**src/hw/rtl/go_back_n_sender_window_core_macros.svh**
```systemverilog
// ----------------------------------------------------------------------------
// Go-back-N sender window: assertion macros
// Shared concurrent assertion forms, clocked on i_clk and quiet during reset.
// ----------------------------------------------------------------------------
`ifndef GO_BACK_N_SENDER_WINDOW_CORE_MACROS_SVH
`define GO_BACK_N_SENDER_WINDOW_CORE_MACROS_SVH

// The consequent must hold in the same cycle as the antecedent.
`define GBNSW_ASSERT_SAME(lbl, ante, cons, msg) \
    lbl: assert property (@(posedge i_clk) disable iff (!i_rst_n) (ante) |-> (cons)) \
        else $error(msg);

// The consequent must hold in the cycle after the antecedent.
`define GBNSW_ASSERT_NEXT(lbl, ante, cons, msg) \
    lbl: assert property (@(posedge i_clk) disable iff (!i_rst_n) (ante) |=> (cons)) \
        else $error(msg);

`endif

```
**src/hw/rtl/gbnsw_pkg.sv**
```systemverilog
// ----------------------------------------------------------------------------
// Go-back-N sender window package
// Field widths, codes, default parameter values and shared structures.
// ----------------------------------------------------------------------------
package gbnsw_pkg;

    localparam int SEQ_W       = 14;
    localparam int TIMER_W     = 32;
    localparam int MSG_LEN_W   = 25;
    localparam int OFFSET_W    = 24;
    localparam int SEND_LEN_W  = 11;
    localparam int ACK_SEQ_W   = 32;
    localparam int ACK_TYPE_W  = 2;
    localparam int CFG_DATA_W  = 32;
    localparam int CFG_ADDR_W  = 4;
    localparam int REG_IDX_W   = 2;

    localparam int unsigned SEGMENT_BYTES_DEF     = 32'd1461;
    localparam int unsigned MAX_MESSAGE_BYTES_DEF = 32'd16777216;
    localparam logic [TIMER_W-1:0] TIMEOUT_RESET  = 32'd100000;

    // Request kinds.
    localparam logic REQ_BEGIN = 1'b0;
    localparam logic REQ_TICK  = 1'b1;

    // Received packet type that carries a cumulative acknowledgement.
    localparam logic [ACK_TYPE_W-1:0] ACK_PACKET = 2'd3;

    // Configuration register indexes.
    localparam logic [REG_IDX_W-1:0] REG_MAX_OUTSTANDING = 2'd0;
    localparam logic [REG_IDX_W-1:0] REG_TIMEOUT_TICKS   = 2'd1;
    localparam logic [REG_IDX_W-1:0] REG_MESSAGE_LENGTH  = 2'd2;

    typedef struct packed {
        logic [SEQ_W-1:0]     max_outstanding;
        logic [TIMER_W-1:0]   timeout_ticks;
        logic [MSG_LEN_W-1:0] message_length;
    } t_cfg;

    typedef struct packed {
        logic                  req_type;
        logic                  ack_valid;
        logic [ACK_TYPE_W-1:0] ack_type;
        logic [ACK_SEQ_W-1:0]  ack_seq;
    } t_req;

    typedef struct packed {
        logic                  send_valid;
        logic [SEQ_W-1:0]      send_seq;
        logic [OFFSET_W-1:0]   send_offset;
        logic [SEND_LEN_W-1:0] send_length;
        logic                  timed_out;
        logic                  finished;
        logic [SEQ_W-1:0]      end_seq;
    } t_rsp;

endpackage

```
**src/hw/rtl/gbnsw_ifs.sv**
```systemverilog
// ----------------------------------------------------------------------------
// Go-back-N sender window channel interfaces
// Valid/ready request and result channels with their payload fields.
// ----------------------------------------------------------------------------
interface gbnsw_req_if;
    logic        valid;
    logic        ready;
    logic        req_type;
    logic        ack_valid;
    logic [1:0]  ack_type;
    logic [31:0] ack_seq;

    modport source (output valid, req_type, ack_valid, ack_type, ack_seq, input ready);
    modport sink   (input valid, req_type, ack_valid, ack_type, ack_seq, output ready);
endinterface

interface gbnsw_rsp_if;
    logic        valid;
    logic        ready;
    logic        send_valid;
    logic [13:0] send_seq;
    logic [23:0] send_offset;
    logic [10:0] send_length;
    logic        timed_out;
    logic        finished;
    logic [13:0] end_seq;

    modport source (output valid, send_valid, send_seq, send_offset, send_length,
                    timed_out, finished, end_seq, input ready);
    modport sink   (input valid, send_valid, send_seq, send_offset, send_length,
                    timed_out, finished, end_seq, output ready);
endinterface

```
**src/hw/rtl/gbnsw_cfg_regs.sv**
```systemverilog
// ----------------------------------------------------------------------------
// Go-back-N sender window configuration registers
// APB-style register file holding window size, timeout and message length.
// ----------------------------------------------------------------------------
module gbnsw_cfg_regs
    import gbnsw_pkg::*;
(
    input  logic                  i_clk,
    input  logic                  i_rst_n,
    input  logic                  psel,
    input  logic                  penable,
    input  logic                  pwrite,
    input  logic [CFG_ADDR_W-1:0] paddr,
    input  logic [CFG_DATA_W-1:0] pwdata,
    output logic [CFG_DATA_W-1:0] prdata,
    output logic                  pready,
    output t_cfg                  o_cfg
);

    logic [SEQ_W-1:0]     r_max_outstanding;
    logic [TIMER_W-1:0]   r_timeout_ticks;
    logic [MSG_LEN_W-1:0] r_message_length;
    logic [REG_IDX_W-1:0] w_idx;
    logic                 w_wr;

    assign pready = 1'b1;
    assign w_idx  = paddr[CFG_ADDR_W-1:2];
    assign w_wr   = psel && penable && pwrite;

    always_ff @(posedge i_clk) begin
        if (!i_rst_n) begin
            r_max_outstanding <= '0;
            r_timeout_ticks   <= TIMEOUT_RESET;
            r_message_length  <= '0;
        end else if (w_wr) begin
            case (w_idx)
                REG_MAX_OUTSTANDING: r_max_outstanding <= pwdata[SEQ_W-1:0];
                REG_TIMEOUT_TICKS:   r_timeout_ticks   <= pwdata[TIMER_W-1:0];
                REG_MESSAGE_LENGTH:  r_message_length  <= pwdata[MSG_LEN_W-1:0];
                default: ;
            endcase
        end
    end

    always_comb begin
        case (w_idx)
            REG_MAX_OUTSTANDING: prdata = CFG_DATA_W'(r_max_outstanding);
            REG_TIMEOUT_TICKS:   prdata = CFG_DATA_W'(r_timeout_ticks);
            REG_MESSAGE_LENGTH:  prdata = CFG_DATA_W'(r_message_length);
            default:             prdata = '0;
        endcase
    end

    assign o_cfg.max_outstanding = r_max_outstanding;
    assign o_cfg.timeout_ticks   = r_timeout_ticks;
    assign o_cfg.message_length  = r_message_length;

endmodule

```
**src/hw/rtl/gbnsw_window.sv**
```systemverilog
// ----------------------------------------------------------------------------
// Go-back-N sender window state
// Holds base, next, highest sent, timer and done; works out one request.
// ----------------------------------------------------------------------------
module gbnsw_window
    import gbnsw_pkg::*;
#(
    parameter int unsigned SEGMENT_BYTES     = SEGMENT_BYTES_DEF,
    parameter int unsigned MAX_MESSAGE_BYTES = MAX_MESSAGE_BYTES_DEF
)
(
    input  logic i_clk,
    input  logic i_rst_n,
    input  logic i_step,
    input  t_req i_req,
    input  t_cfg i_cfg,
    output t_rsp o_rsp
);

    `include "go_back_n_sender_window_core_macros.svh"

    localparam int SEG_W  = $clog2(SEGMENT_BYTES + 1);
    localparam int PROD_W = SEQ_W + SEG_W;
    localparam int CMP_W  = (PROD_W > MSG_LEN_W) ? PROD_W : MSG_LEN_W;
    localparam logic [32:0]       MAX_EXT = 33'(MAX_MESSAGE_BYTES);
    localparam logic [CMP_W-1:0]  SEG_CMP = CMP_W'(SEGMENT_BYTES);
    localparam logic [PROD_W-1:0] SEG_MUL = PROD_W'(SEGMENT_BYTES);

    logic [SEQ_W-1:0]   r_base, n_base;
    logic [SEQ_W-1:0]   r_next, n_next;
    logic [SEQ_W-1:0]   r_high, n_high;
    logic [TIMER_W-1:0] r_timer, n_timer;
    logic               r_done, n_done;

    logic [MSG_LEN_W-1:0] w_len;
    logic [TIMER_W-1:0]   w_timer_inc;
    logic                 w_timeout;
    logic [PROD_W-1:0]    w_off;
    logic [CMP_W-1:0]     w_rem;
    logic [CMP_W-1:0]     w_slen;
    logic [SEQ_W-1:0]     w_outst;
    logic                 w_send;
    logic [SEQ_W-1:0]     w_next_inc;
    logic [SEQ_W-1:0]     w_next_a;
    logic [SEQ_W-1:0]     w_high_a;
    logic                 w_ack_ok;
    logic [SEQ_W-1:0]     w_ack_base;
    logic [PROD_W-1:0]    w_base_bytes;

    // Message length saturates at the largest supported message.
    assign w_len = (33'(i_cfg.message_length) > MAX_EXT) ? MSG_LEN_W'(MAX_MESSAGE_BYTES)
                                                        : i_cfg.message_length;

    assign w_timer_inc = (&r_timer) ? r_timer : r_timer + 1'b1;
    assign w_timeout   = (w_timer_inc >= i_cfg.timeout_ticks);

    assign w_off   = PROD_W'(r_next) * SEG_MUL;
    assign w_rem   = CMP_W'(w_len) - CMP_W'(w_off);
    assign w_slen  = (w_rem < SEG_CMP) ? w_rem : SEG_CMP;
    assign w_outst = r_next - r_base;
    assign w_send  = !w_timeout && (CMP_W'(w_off) < CMP_W'(w_len))
                     && (w_outst < i_cfg.max_outstanding);

    assign w_next_inc = r_next + 1'b1;
    assign w_next_a   = w_send ? w_next_inc : (w_timeout ? r_base : r_next);
    assign w_high_a   = (w_send && (w_next_inc > r_high)) ? w_next_inc : r_high;

    // An acknowledgement counts only when it moves base and stays within what was sent.
    assign w_ack_ok = i_req.ack_valid && (i_req.ack_type == ACK_PACKET)
                      && (i_req.ack_seq > ACK_SEQ_W'(r_base))
                      && (i_req.ack_seq <= ACK_SEQ_W'(w_high_a));
    assign w_ack_base   = i_req.ack_seq[SEQ_W-1:0];
    assign w_base_bytes = PROD_W'(w_ack_base) * SEG_MUL;

    always_comb begin
        n_base  = r_base;
        n_next  = r_next;
        n_high  = r_high;
        n_timer = r_timer;
        n_done  = r_done;
        o_rsp   = '0;
        if (i_req.req_type == REQ_BEGIN) begin
            n_base  = '0;
            n_next  = '0;
            n_high  = '0;
            n_timer = '0;
            n_done  = (w_len == '0);
        end else if (!r_done) begin
            n_timer         = w_timeout ? '0 : w_timer_inc;
            n_next          = w_next_a;
            n_high          = w_high_a;
            o_rsp.timed_out = w_timeout;
            if (w_send) begin
                o_rsp.send_valid  = 1'b1;
                o_rsp.send_seq    = r_next;
                o_rsp.send_offset = w_off[OFFSET_W-1:0];
                o_rsp.send_length = w_slen[SEND_LEN_W-1:0];
            end
            if (w_ack_ok) begin
                n_base = w_ack_base;
                if (w_next_a < w_ack_base) begin
                    n_next = w_ack_base;
                end
                if (CMP_W'(w_base_bytes) >= CMP_W'(w_len)) begin
                    n_done = 1'b1;
                end
            end
        end
        o_rsp.finished = n_done;
        o_rsp.end_seq  = n_done ? n_next : '0;
    end

    always_ff @(posedge i_clk) begin
        if (!i_rst_n) begin
            r_base  <= '0;
            r_next  <= '0;
            r_high  <= '0;
            r_timer <= '0;
            r_done  <= 1'b0;
        end else if (i_step) begin
            r_base  <= n_base;
            r_next  <= n_next;
            r_high  <= n_high;
            r_timer <= n_timer;
            r_done  <= n_done;
        end
    end

    `GBNSW_ASSERT_NEXT(a_begin_clears, i_step && (i_req.req_type == REQ_BEGIN), (r_base == '0) && (r_next == '0) && (r_timer == '0), "begin request left window state uncleared")
    `GBNSW_ASSERT_NEXT(a_done_freezes, i_step && r_done && (i_req.req_type == REQ_TICK), r_done && $stable(r_next) && $stable(r_base), "window state moved after completion")
    `GBNSW_ASSERT_SAME(a_send_excl, o_rsp.send_valid, !o_rsp.timed_out && !r_done, "segment ordered on a go-back or after completion")
    `GBNSW_ASSERT_NEXT(a_timeout_clr, i_step && o_rsp.timed_out, r_timer == '0, "timer not cleared by a go-back")

endmodule

```
**src/hw/rtl/go_back_n_sender_window_core.sv**
```systemverilog
// ----------------------------------------------------------------------------
// Go-back-N sender window core: input register, window logic and output register.
// One request per cycle while results are taken; the window state loop closes with no bubble.
// Synchronous active-low reset clears all window state and the valid flags of both stages.
// ----------------------------------------------------------------------------
module go_back_n_sender_window_core
    import gbnsw_pkg::*;
#(
    parameter int unsigned SEGMENT_BYTES     = SEGMENT_BYTES_DEF,
    parameter int unsigned MAX_MESSAGE_BYTES = MAX_MESSAGE_BYTES_DEF
)
(
    input  logic                  i_clk,
    input  logic                  i_rst_n,
    gbnsw_req_if.sink             i_req,
    gbnsw_rsp_if.source           o_rsp,
    input  logic                  psel,
    input  logic                  penable,
    input  logic                  pwrite,
    input  logic [CFG_ADDR_W-1:0] paddr,
    input  logic [CFG_DATA_W-1:0] pwdata,
    output logic [CFG_DATA_W-1:0] prdata,
    output logic                  pready
);

    // The block is a two-stage pipeline. A request accepted on the input
    // channel lands in the input register. Once the output register is free the window
    // logic works it out against the current state, the state registers take
    // their new values and the result lands in the output register, all at
    // the same edge. The next request therefore sees the state left by the
    // previous one with no bubble in between.
    //
    // The output register parts the two channels: the input stage advances
    // whenever the output register is empty or is being emptied. While a
    // result waits, the request behind it is held in the input register and
    // the input channel stalls until the result is taken.

    t_cfg w_cfg;
    t_req r_in;
    logic r_in_vld;
    t_rsp r_out;
    logic r_out_vld;
    t_rsp w_res;
    logic w_out_free;
    logic w_step;
    logic w_in_ready;

    gbnsw_cfg_regs u_cfg (
        .i_clk   (i_clk),
        .i_rst_n (i_rst_n),
        .psel    (psel),
        .penable (penable),
        .pwrite  (pwrite),
        .paddr   (paddr),
        .pwdata  (pwdata),
        .prdata  (prdata),
        .pready  (pready),
        .o_cfg   (w_cfg)
    );

    gbnsw_window #(
        .SEGMENT_BYTES     (SEGMENT_BYTES),
        .MAX_MESSAGE_BYTES (MAX_MESSAGE_BYTES)
    ) u_window (
        .i_clk   (i_clk),
        .i_rst_n (i_rst_n),
        .i_step  (w_step),
        .i_req   (r_in),
        .i_cfg   (w_cfg),
        .o_rsp   (w_res)
    );

    // The request in the input register moves on whenever the result slot is
    // free or its occupant is being taken in this cycle.
    assign w_out_free = !r_out_vld || o_rsp.ready;
    assign w_step     = r_in_vld && w_out_free;
    assign w_in_ready = !r_in_vld || w_step;
    assign i_req.ready = w_in_ready;

    // Input register. The payload needs no reset; only the valid flag does.
    always_ff @(posedge i_clk) begin
        if (!i_rst_n) begin
            r_in_vld <= 1'b0;
        end else if (w_in_ready) begin
            r_in_vld <= i_req.valid;
        end
    end

    always_ff @(posedge i_clk) begin
        if (w_in_ready && i_req.valid) begin
            r_in.req_type  <= i_req.req_type;
            r_in.ack_valid <= i_req.ack_valid;
            r_in.ack_type  <= i_req.ack_type;
            r_in.ack_seq   <= i_req.ack_seq;
        end
    end

    // Output register, loaded with the result in the same cycle as the state
    // update so that result order always follows request order.
    always_ff @(posedge i_clk) begin
        if (!i_rst_n) begin
            r_out_vld <= 1'b0;
        end else if (w_step) begin
            r_out_vld <= 1'b1;
        end else if (o_rsp.ready) begin
            r_out_vld <= 1'b0;
        end
    end

    always_ff @(posedge i_clk) begin
        if (w_step) begin
            r_out <= w_res;
        end
    end

    assign o_rsp.valid       = r_out_vld;
    assign o_rsp.send_valid  = r_out.send_valid;
    assign o_rsp.send_seq    = r_out.send_seq;
    assign o_rsp.send_offset = r_out.send_offset;
    assign o_rsp.send_length = r_out.send_length;
    assign o_rsp.timed_out   = r_out.timed_out;
    assign o_rsp.finished    = r_out.finished;
    assign o_rsp.end_seq     = r_out.end_seq;

endmodule
```
**src/flat_wrapper.sv**
```systemverilog
// flat-port wrapper written by rule: the top's interface ports become plain ports
module go_back_n_sender_window_core_flat import gbnsw_pkg::*;
#(
    parameter int unsigned SEGMENT_BYTES     = SEGMENT_BYTES_DEF,
    parameter int unsigned MAX_MESSAGE_BYTES = MAX_MESSAGE_BYTES_DEF
)
  (i_clk, i_rst_n, psel, penable, pwrite, paddr, pwdata, prdata, pready, i_req_valid, i_req_req_type, i_req_ack_valid, i_req_ack_type, i_req_ack_seq, i_req_ready, o_rsp_valid, o_rsp_send_valid, o_rsp_send_seq, o_rsp_send_offset, o_rsp_send_length, o_rsp_timed_out, o_rsp_finished, o_rsp_end_seq, o_rsp_ready);
  gbnsw_req_if i_req_i ();
  gbnsw_rsp_if o_rsp_i ();
  input  logic i_clk;
  input  logic i_rst_n;
  input  logic psel;
  input  logic penable;
  input  logic pwrite;
  input  logic [CFG_ADDR_W-1:0] paddr;
  input  logic [CFG_DATA_W-1:0] pwdata;
  output logic [CFG_DATA_W-1:0] prdata;
  output logic pready;
  input wire logic [$bits(i_req_i.valid)-1:0] i_req_valid;
  input wire logic [$bits(i_req_i.req_type)-1:0] i_req_req_type;
  input wire logic [$bits(i_req_i.ack_valid)-1:0] i_req_ack_valid;
  input wire logic [$bits(i_req_i.ack_type)-1:0] i_req_ack_type;
  input wire logic [$bits(i_req_i.ack_seq)-1:0] i_req_ack_seq;
  output wire logic [$bits(i_req_i.ready)-1:0] i_req_ready;
  output wire logic [$bits(o_rsp_i.valid)-1:0] o_rsp_valid;
  output wire logic [$bits(o_rsp_i.send_valid)-1:0] o_rsp_send_valid;
  output wire logic [$bits(o_rsp_i.send_seq)-1:0] o_rsp_send_seq;
  output wire logic [$bits(o_rsp_i.send_offset)-1:0] o_rsp_send_offset;
  output wire logic [$bits(o_rsp_i.send_length)-1:0] o_rsp_send_length;
  output wire logic [$bits(o_rsp_i.timed_out)-1:0] o_rsp_timed_out;
  output wire logic [$bits(o_rsp_i.finished)-1:0] o_rsp_finished;
  output wire logic [$bits(o_rsp_i.end_seq)-1:0] o_rsp_end_seq;
  input wire logic [$bits(o_rsp_i.ready)-1:0] o_rsp_ready;
  assign i_req_i.valid = i_req_valid;
  assign i_req_i.req_type = i_req_req_type;
  assign i_req_i.ack_valid = i_req_ack_valid;
  assign i_req_i.ack_type = i_req_ack_type;
  assign i_req_i.ack_seq = i_req_ack_seq;
  assign i_req_ready = i_req_i.ready;
  assign o_rsp_valid = o_rsp_i.valid;
  assign o_rsp_send_valid = o_rsp_i.send_valid;
  assign o_rsp_send_seq = o_rsp_i.send_seq;
  assign o_rsp_send_offset = o_rsp_i.send_offset;
  assign o_rsp_send_length = o_rsp_i.send_length;
  assign o_rsp_timed_out = o_rsp_i.timed_out;
  assign o_rsp_finished = o_rsp_i.finished;
  assign o_rsp_end_seq = o_rsp_i.end_seq;
  assign o_rsp_i.ready = o_rsp_ready;
  go_back_n_sender_window_core #(.SEGMENT_BYTES(SEGMENT_BYTES), .MAX_MESSAGE_BYTES(MAX_MESSAGE_BYTES)) u_core (.i_clk(i_clk), .i_rst_n(i_rst_n), .i_req(i_req_i), .o_rsp(o_rsp_i), .psel(psel), .penable(penable), .pwrite(pwrite), .paddr(paddr), .pwdata(pwdata), .prdata(prdata), .pready(pready));
endmodule
```
**config.mk**
```make
export PLATFORM = sky130hd
export DESIGN_NAME = go_back_n_sender_window_core_flat
export DESIGN_NICKNAME = d
export VERILOG_FILES = /design/src/hw/rtl/gbnsw_pkg.sv /design/src/hw/rtl/gbnsw_ifs.sv /design/src/hw/rtl/gbnsw_cfg_regs.sv /design/src/hw/rtl/gbnsw_window.sv /design/src/hw/rtl/go_back_n_sender_window_core.sv /design/src/flat_wrapper.sv
export VERILOG_INCLUDE_DIRS = /design/src /design/src/hw/rtl
export SDC_FILE = /design/constraint.sdc
export NUM_CORES = 1
export LEC_CHECK = 0
export BUFFER_PORTS_ARGS = -buffer_cell sky130_fd_sc_hd__buf_4
export CAP_MARGIN = 40
export CORE_ASPECT_RATIO = 0.75
export CORE_MARGIN = 4
export CORE_UTILIZATION = 55
export DETAILED_ROUTE_END_ITERATION = 10
export PLACE_DENSITY_LB_ADDON = 0.3
export SLEW_MARGIN = 20
export SYNTH_ARGS = -nofsm -noshare
export SYNTH_HDL_FRONTEND = slang
export SYNTH_SLANG_ARGS = --single-unit
```
**constraint.sdc**
```tcl
create_clock -name i_clk -period 20.1 [get_ports i_clk]
set_clock_uncertainty 0.1 [all_clocks]
set_input_delay 2.01 -clock i_clk [delete_from_list [all_inputs] [get_ports i_clk]]
set_output_delay 2.01 -clock i_clk [all_outputs]
set_load 0.05 [all_outputs]
```
# After elaboration in Yosys (flattened, before gate mapping)
# Index checks and enable logic that the tools add are counted.
[op_classes]
reduce_logical = 27
multipliers = 2
n_eq_ne = 5
addsub = 4
magnitude_cmp = 10
n_mux = 26
bitwise = 3
[op_table]
columns = ["operator", "count"]
rows = [
  ["2-to-1 mux 14 bit", 12],
  ["2-to-1 mux 32 bit", 4],
  ["case mux 32 bit (3 select lines)", 1],
  ["multiplier 14 x 11 -> 25 bit, second input constant", 2],
  ["2-to-1 mux 50 bit", 1],
  ["adder 32 x 1 -> 32 bit, second input constant", 1],
  ["greater-or-equal comparator 32 bit", 1],
  ["> comparator 32 x 14 -> 1 bit", 1],
  ["<= comparator 32 x 14 -> 1 bit", 1],
  ["AND reduction 32 bit", 1],
  ["less-than comparator 14 bit", 2],
  ["greater-or-equal comparator 25 bit", 1],
  ["> comparator 25 bit, second input constant", 1],
  ["logical NOT 25 bit", 1],
  ["less-than comparator 25 x 11 -> 1 bit, second input constant", 1],
  ["less-than comparator 25 bit", 1],
  ["2-to-1 mux 25 bit", 1],
  ["subtractor 25 bit", 1],
  ["adder 14 x 1 -> 14 bit, second input constant", 1],
  ["> comparator 14 bit", 1],
  ["subtractor 14 bit", 1],
  ["2-to-1 mux 11 bit", 1],
  ["logical AND 1 bit", 10],
  ["AND reduction 2 bit", 4],
  ["13 further kinds", 25],
]
[totals]
register_bits = 250
output_inout_bits = 101
elab_cells = 99

# Depth between registers and ports, before layout
[logic_depth]
word_depth = 13
mapped_depth = 42
depth_no_buf = 38

# By module
# Synthesis repeated with hierarchy kept, for this count alone.
[hier_totals]
hier_cells = 2446
area_unflattened_um2 = 22136.2
[by_module_without_submodules]
columns = ["mod", "area_per_inst_um2", "instances", "cells_per_inst"]
rows = [
  ["gbnsw_window", 15792.6, 1, 1986],
  ["gbnsw_cfg_regs", 3176.8, 1, 349],
  ["go_back_n_sender_window_core", 3166.8, 1, 111],
]

# Worst setup path before layout
# OpenSTA, ideal clock, no wires.
[synth_path]
path_kind = "register -> register"
startpoint = "register u_core.u_window.r_next[1]"
endpoint = "register u_core.r_out (netlist bit u_core.o_rsp.end_seq[4]) (data pin)"
setup_time_ns = 0.255
synth_period_minus_slack_ns = 9.839
arrival_time_ns = 9.484
required_ns = 19.745
slack_ns = 10.261
path_stages_with_launch = 38
path_buffers = 3
cell_sequence = "dfxtp_1 -> ha_1 -> fa_1 -> inv_1 -> fa_1 -> fa_1 -> inv_1 -> fa_1 -> ha_1 -> or3_1 -> or2_2 -> a31o_2 -> a311oi_1 -> o21ai_0 -> o41ai_1 -> xor2_1 -> ha_1 -> and3_1 -> (+2 left out) -> a2111oi_2 -> o211ai_2 -> or2_1 -> nor3_1 -> buf_2 -> buf_2 -> a21oi_1 -> ha_1 -> nand2_1 -> or4_1 -> a2111o_1 -> a31o_1 -> o211ai_1 -> a21boi_1 -> nand2b_1 -> clkbuf_1 -> o41ai_1 -> a31o_1"
[synth_via]
elab_chain_len = 11
word_cells_on_any_way = 22
cone_classes = "2 x add/sub; 1 x mul; 5 x order compare; 10 x mux; 4 x reduce/logical"
[synth_lines]
columns = ["element", "line_no", "rtl"]
rows = [
  ["start, declared", "gbnsw_window.sv:30", "logic [SEQ_W-1:0] r_next, n_next;"],
  ["start signal, assigned", "gbnsw_window.sv:122", "r_next <= n_next;"],
  ["multiplier 14 x 11 -> 25 bit", "gbnsw_window.sv:57", "assign w_off = PROD_W'(r_next) * SEG_MUL;"],
  ["less-than comparator 25 bit", "gbnsw_window.sv:61", "assign w_send = !w_timeout && (CMP_W'(w_off) < CMP_W'(w_len))"],
  ["logical AND 1 bit", "gbnsw_window.sv:61", ""],
  ["logical AND 1 bit", "gbnsw_window.sv:62", "&& (w_outst < i_cfg.max_outstanding);"],
  ["logical AND 1 bit", "gbnsw_window.sv:66", "assign w_high_a = (w_send && (w_next_inc > r_high)) ? w_next_inc : r_high;"],
  ["2-to-1 mux 14 bit", "gbnsw_window.sv:66", ""],
  ["<= comparator 32 x 14 -> 1 bit", "gbnsw_window.sv:71", "&& (i_req.ack_seq <= ACK_SEQ_W'(w_high_a));"],
  ["logical AND 1 bit", "gbnsw_window.sv:71", ""],
  ["2-to-1 mux 14 bit / 2-to-1 mux 1 bit (equally long branches)", "gbnsw_window.sv:99", "if (w_ack_ok) begin"],
  ["2-to-1 mux 14 bit / 2-to-1 mux 1 bit (equally long branches)", "gbnsw_window.sv:88", "end else if (!r_done) begin"],
  ["2-to-1 mux 14 bit / 2-to-1 mux 1 bit (equally long branches)", "gbnsw_window.sv:82", "if (i_req.req_type == REQ_BEGIN) begin"],
  ["end signal, assigned", "go_back_n_sender_window_core.sv:112", "r_out <= w_res;"],
  ["end, declared", "go_back_n_sender_window_core.sv:41", "t_rsp r_out;"],
]
# Several ways; a longest one is shown, not always the timed one.
# A chain may end at the register's enable or synchronous reset.

# Worst setup path after layout
[layout_path]
startpoint = "register u_core.u_window.r_next[5]"
endpoint = "register u_core.r_out (netlist bit u_core.o_rsp.end_seq[10]) (data pin)"
# Same word-level chain as after synthesis.

==> results.toml <==
[synthesis]
synth_fa_ha_area_share_pct = 27.0
yosys.area.top_type_share_pct = 17.5
synthesis.yosys.warnings = 0
synthesis.area_um2 = 22300
syn_nets = 3028
synth_seq_area_share_pct = 26.8
synth_compound_gate_area_share_pct = 16.9
most_frequent_cell_after_synthesis = "sky130_fd_sc_hd__inv_1"
yosys.area_share.simple_pct = 16.2
synth-xor-area-share_pct = 4.80
synth.ff_latch_count = 248
yosys-mux-area-fraction_pct = 0.916
async_reset_ff_share_pct = 0
synth_top_family_by_area = "adder cells"
ys_top_cells_by_count = "319 x sky130_fd_sc_hd__inv_1, 316 x sky130_fd_sc_hd__nand2_1, 311 x sky130_fd_sc_hd__ha_1"
largest_area_contributor_in_the_synthesized_netlist = "sky130_fd_sc_hd__ha_1"
number_of_flops_mapped_to_enable_cells_by_yosys = 100
ys.flop_type = "sky130_fd_sc_hd__dfxtp_1"
synth.area.top_cells = "sky130_fd_sc_hd__ha_1 17%, sky130_fd_sc_hd__edfxtp_1 13%, sky130_fd_sc_hd__dfxtp_1 13%"
synthesis.instances = 2532
post_synth.cell_area_avg_um2 = 8.79
distinct_cell_type_count_of_the_synthesized_netlist = 82

[clock_tree]
tritoncts = "done"
worst_skew_pair.late_latency_ns = 0.57
postCtsHoldBufs = 0
clk_path_buf_depth = 3
post_cts_resize_count = 0
post_cts.repair.setup_buffers = 0
cts_made_buffers = 28
h-tree-depth = 1
clock_sinks = 248
clockRootBuffer = "sky130_fd_sc_hd__clkbuf_16"
clkSlewWorstSetupHoldPaths_ns = 0.07

[route]
routed_via_density = 6.02
detail-route-antenna-nets = 0
detailedRoute.firstIterationViolations = 1961
drt_drc_violations_left = 0
dr_total_vias = 19300
wirelength_um = 64800
drt_pass1_iterations = 8
avgRoutedWirePerCell_um = 20.2

[run]
timing.max_cap.violations = 0

[sta]
report.final.slew_viol_count = 0
finalCritPeriodShare_pct = 65.5
setup_tns_ns = 0
achievable_frequency_ghz = 0.0760
worst_slack_ns = 6.94
slew_headroom_pct = 43.2
setup_viol_count_final = 0
timing_hold_violations_final = 0
final_critical_path_time_including_i_o_delays_and_setup_ns = 13.16
setup_repair_after_global_routing_missed_its_margin = "no"
tightest_slew_ns = 0.845

[floorplan]
die_h_um = 182
die_area_um2 = 43800
floorplan_core_area_um2 = 39700
fp-row-count = 63
initial_utilization_pct = 56.0
chip_width_um = 240
top_level_ports = 180

[critical_path]
crit_path_start_kind = "flop"
required_ns = 20.43
timing.critical_path.arrival_ns = 13.50
slowest_delay_ns = 0.80
cp.buffers_inverters = 5
worst-path-max-fanout = 16
worst_setup_path_end_kind = "flop"
timing.critical_path.slowest_stage_cell = "sky130_fd_sc_hd__dfxtp_1"
worst-setup-path-type = "flop to flop"
cell_family_with_the_largest_share_of_critical_path_delay = "simple AND/OR/NAND/NOR gates"

[global_route]
grt_usage_pct = 28.9
first_global_vias = 18600
pin_count_of_the_biggest_net_entering_global_routing = 66
antenna_found_initial = 0
grt-ovfl-total = 0
global_route_wire_length_before_repair_um = 101000

[place]
port_buffers = 176
gpl.final_weighted_congestion = 0.966
detailed_place_hpwl_um = 51100
placement.setup.worst_slack_ns = 7.02

[run_status]
status = "completed"

[hold_path]
worstHoldPathType = "flop to flop"

[cells_and_area]
area.growth.synth_to_final_pct = 12.2
antennaDiodeCount = 0
n_fill_cell = 3363
layout-drive-gt1-share_pct = 10.6
final_util_pct = 62.9
design.final.nets = 3164

[power]
power_density_nw_per_um2 = 80.4
max-vdd-ir-drop_uv = 106
total_leakage_power_uw = 0.0110
sequential cells by signal (all words and copies together) (netlist names), 24 cells and up:
register,cells
u_core.o_rsp.send_offset,24
u_core.r_in,36
u_core.u_cfg.r_message_length,25
u_core.u_cfg.r_timeout_ticks,32
u_core.u_window.r_timer,32
cell type report:
type                            count  area, µm²  area share, %
Clock buffer                       36        762           3.05
Inverter                          320       1200           4.81
Multi-Input combinational cell   1863      14700           58.9
Clock inverter                     16        114          0.456
Tap cell                          520        651           2.61
Timing Repair Buffer              207       1580           6.33
Sequential cell                   248       5970           23.9
placed cells by master (no fill, tap or decap), types with 22 or more instances in the layout:
master                      count
sky130_fd_sc_hd__inv_1        318
sky130_fd_sc_hd__nand2_1      316
sky130_fd_sc_hd__ha_1         311
sky130_fd_sc_hd__buf_4        203
sky130_fd_sc_hd__dfxtp_1      148
sky130_fd_sc_hd__nor2_1       125
sky130_fd_sc_hd__fa_1         106
sky130_fd_sc_hd__a21oi_1      104
sky130_fd_sc_hd__edfxtp_1     100
sky130_fd_sc_hd__o21ai_0       99
sky130_fd_sc_hd__xnor2_1       86
sky130_fd_sc_hd__a21boi_0      69
sky130_fd_sc_hd__nand3_1       60
sky130_fd_sc_hd__nor2b_1       52
sky130_fd_sc_hd__nor3_1        39
sky130_fd_sc_hd__xor2_1        36
sky130_fd_sc_hd__nand4_1       34
sky130_fd_sc_hd__a21o_1        33
sky130_fd_sc_hd__clkbuf_16     29
sky130_fd_sc_hd__and2_1        27
sky130_fd_sc_hd__a22o_1        27
sky130_fd_sc_hd__a31o_1        24
sky130_fd_sc_hd__a22oi_1       23
sky130_fd_sc_hd__o211ai_1      22
cells by family (layout without fill, tap and decap cells):
logic type,count (synthesis),count (layout)
and+or+nand+nor,761,761
other,1,1
AOI/OAI and AO/OA,542,542
DFF,248,248
buffers and inverters,421,579
muxes,20,20
xor gates and xnor gates,122,122
adders and majority gates,417,417
layer usage:
metal  global-route usage, %  wire, µm
met1                    42.0     28600
met5                       0         0
met2                    45.1     28800
met3                    5.17      5800
met4                    6.60      1600
final timing paths:
kind	startpoint	endpoint	slack (ns)	depth (start not counted)
setup / recovery	u_core.u_window.r_next[5]	u_core.o_rsp.end_seq[10]	6.94	37
hold / removal	u_core.u_window.r_high[11]	u_core.u_window.r_high[11]	0.38	1
setup reg to reg	u_core.u_window.r_next[5]	u_core.o_rsp.end_seq[10]	6.94	37
hold reg to reg	u_core.u_window.r_high[11]	u_core.u_window.r_high[11]	0.38	1
through the flow:
stage	instances	hold slack (ns)	instance area, µm²	power [µW]
after floorplan	2532	0.342	22300	1240
after global placement	3149	0.357	24000	1440
after detailed placement	3156	0.360	24100	1480
after CTS	3208	0.377	25000	1990
after global routing	3210	0.389	25000	2140
final	3210	0.377	25000	2010
worst register-to-register path, delay by kind of cell, from the launching register on:
kind | cells | cell delay [ns]
flip-flops | 1 | 0.80
buffers and inverters | 5 | 0.91
AO/OA/AOI/OAI | 11 | 3.20
AND/OR/NAND/NOR | 12 | 4.30
XOR/XNOR | 1 | 0.32
adder cells (fa/ha/maj) | 8 | 3.38
power by group:
group          internal (µW)  switching [µW]  total, µW
Clock                    280             219        500
Combinational            398             561        959
Sequential               537            12.7        550
(Power assumes the default switching activity.)
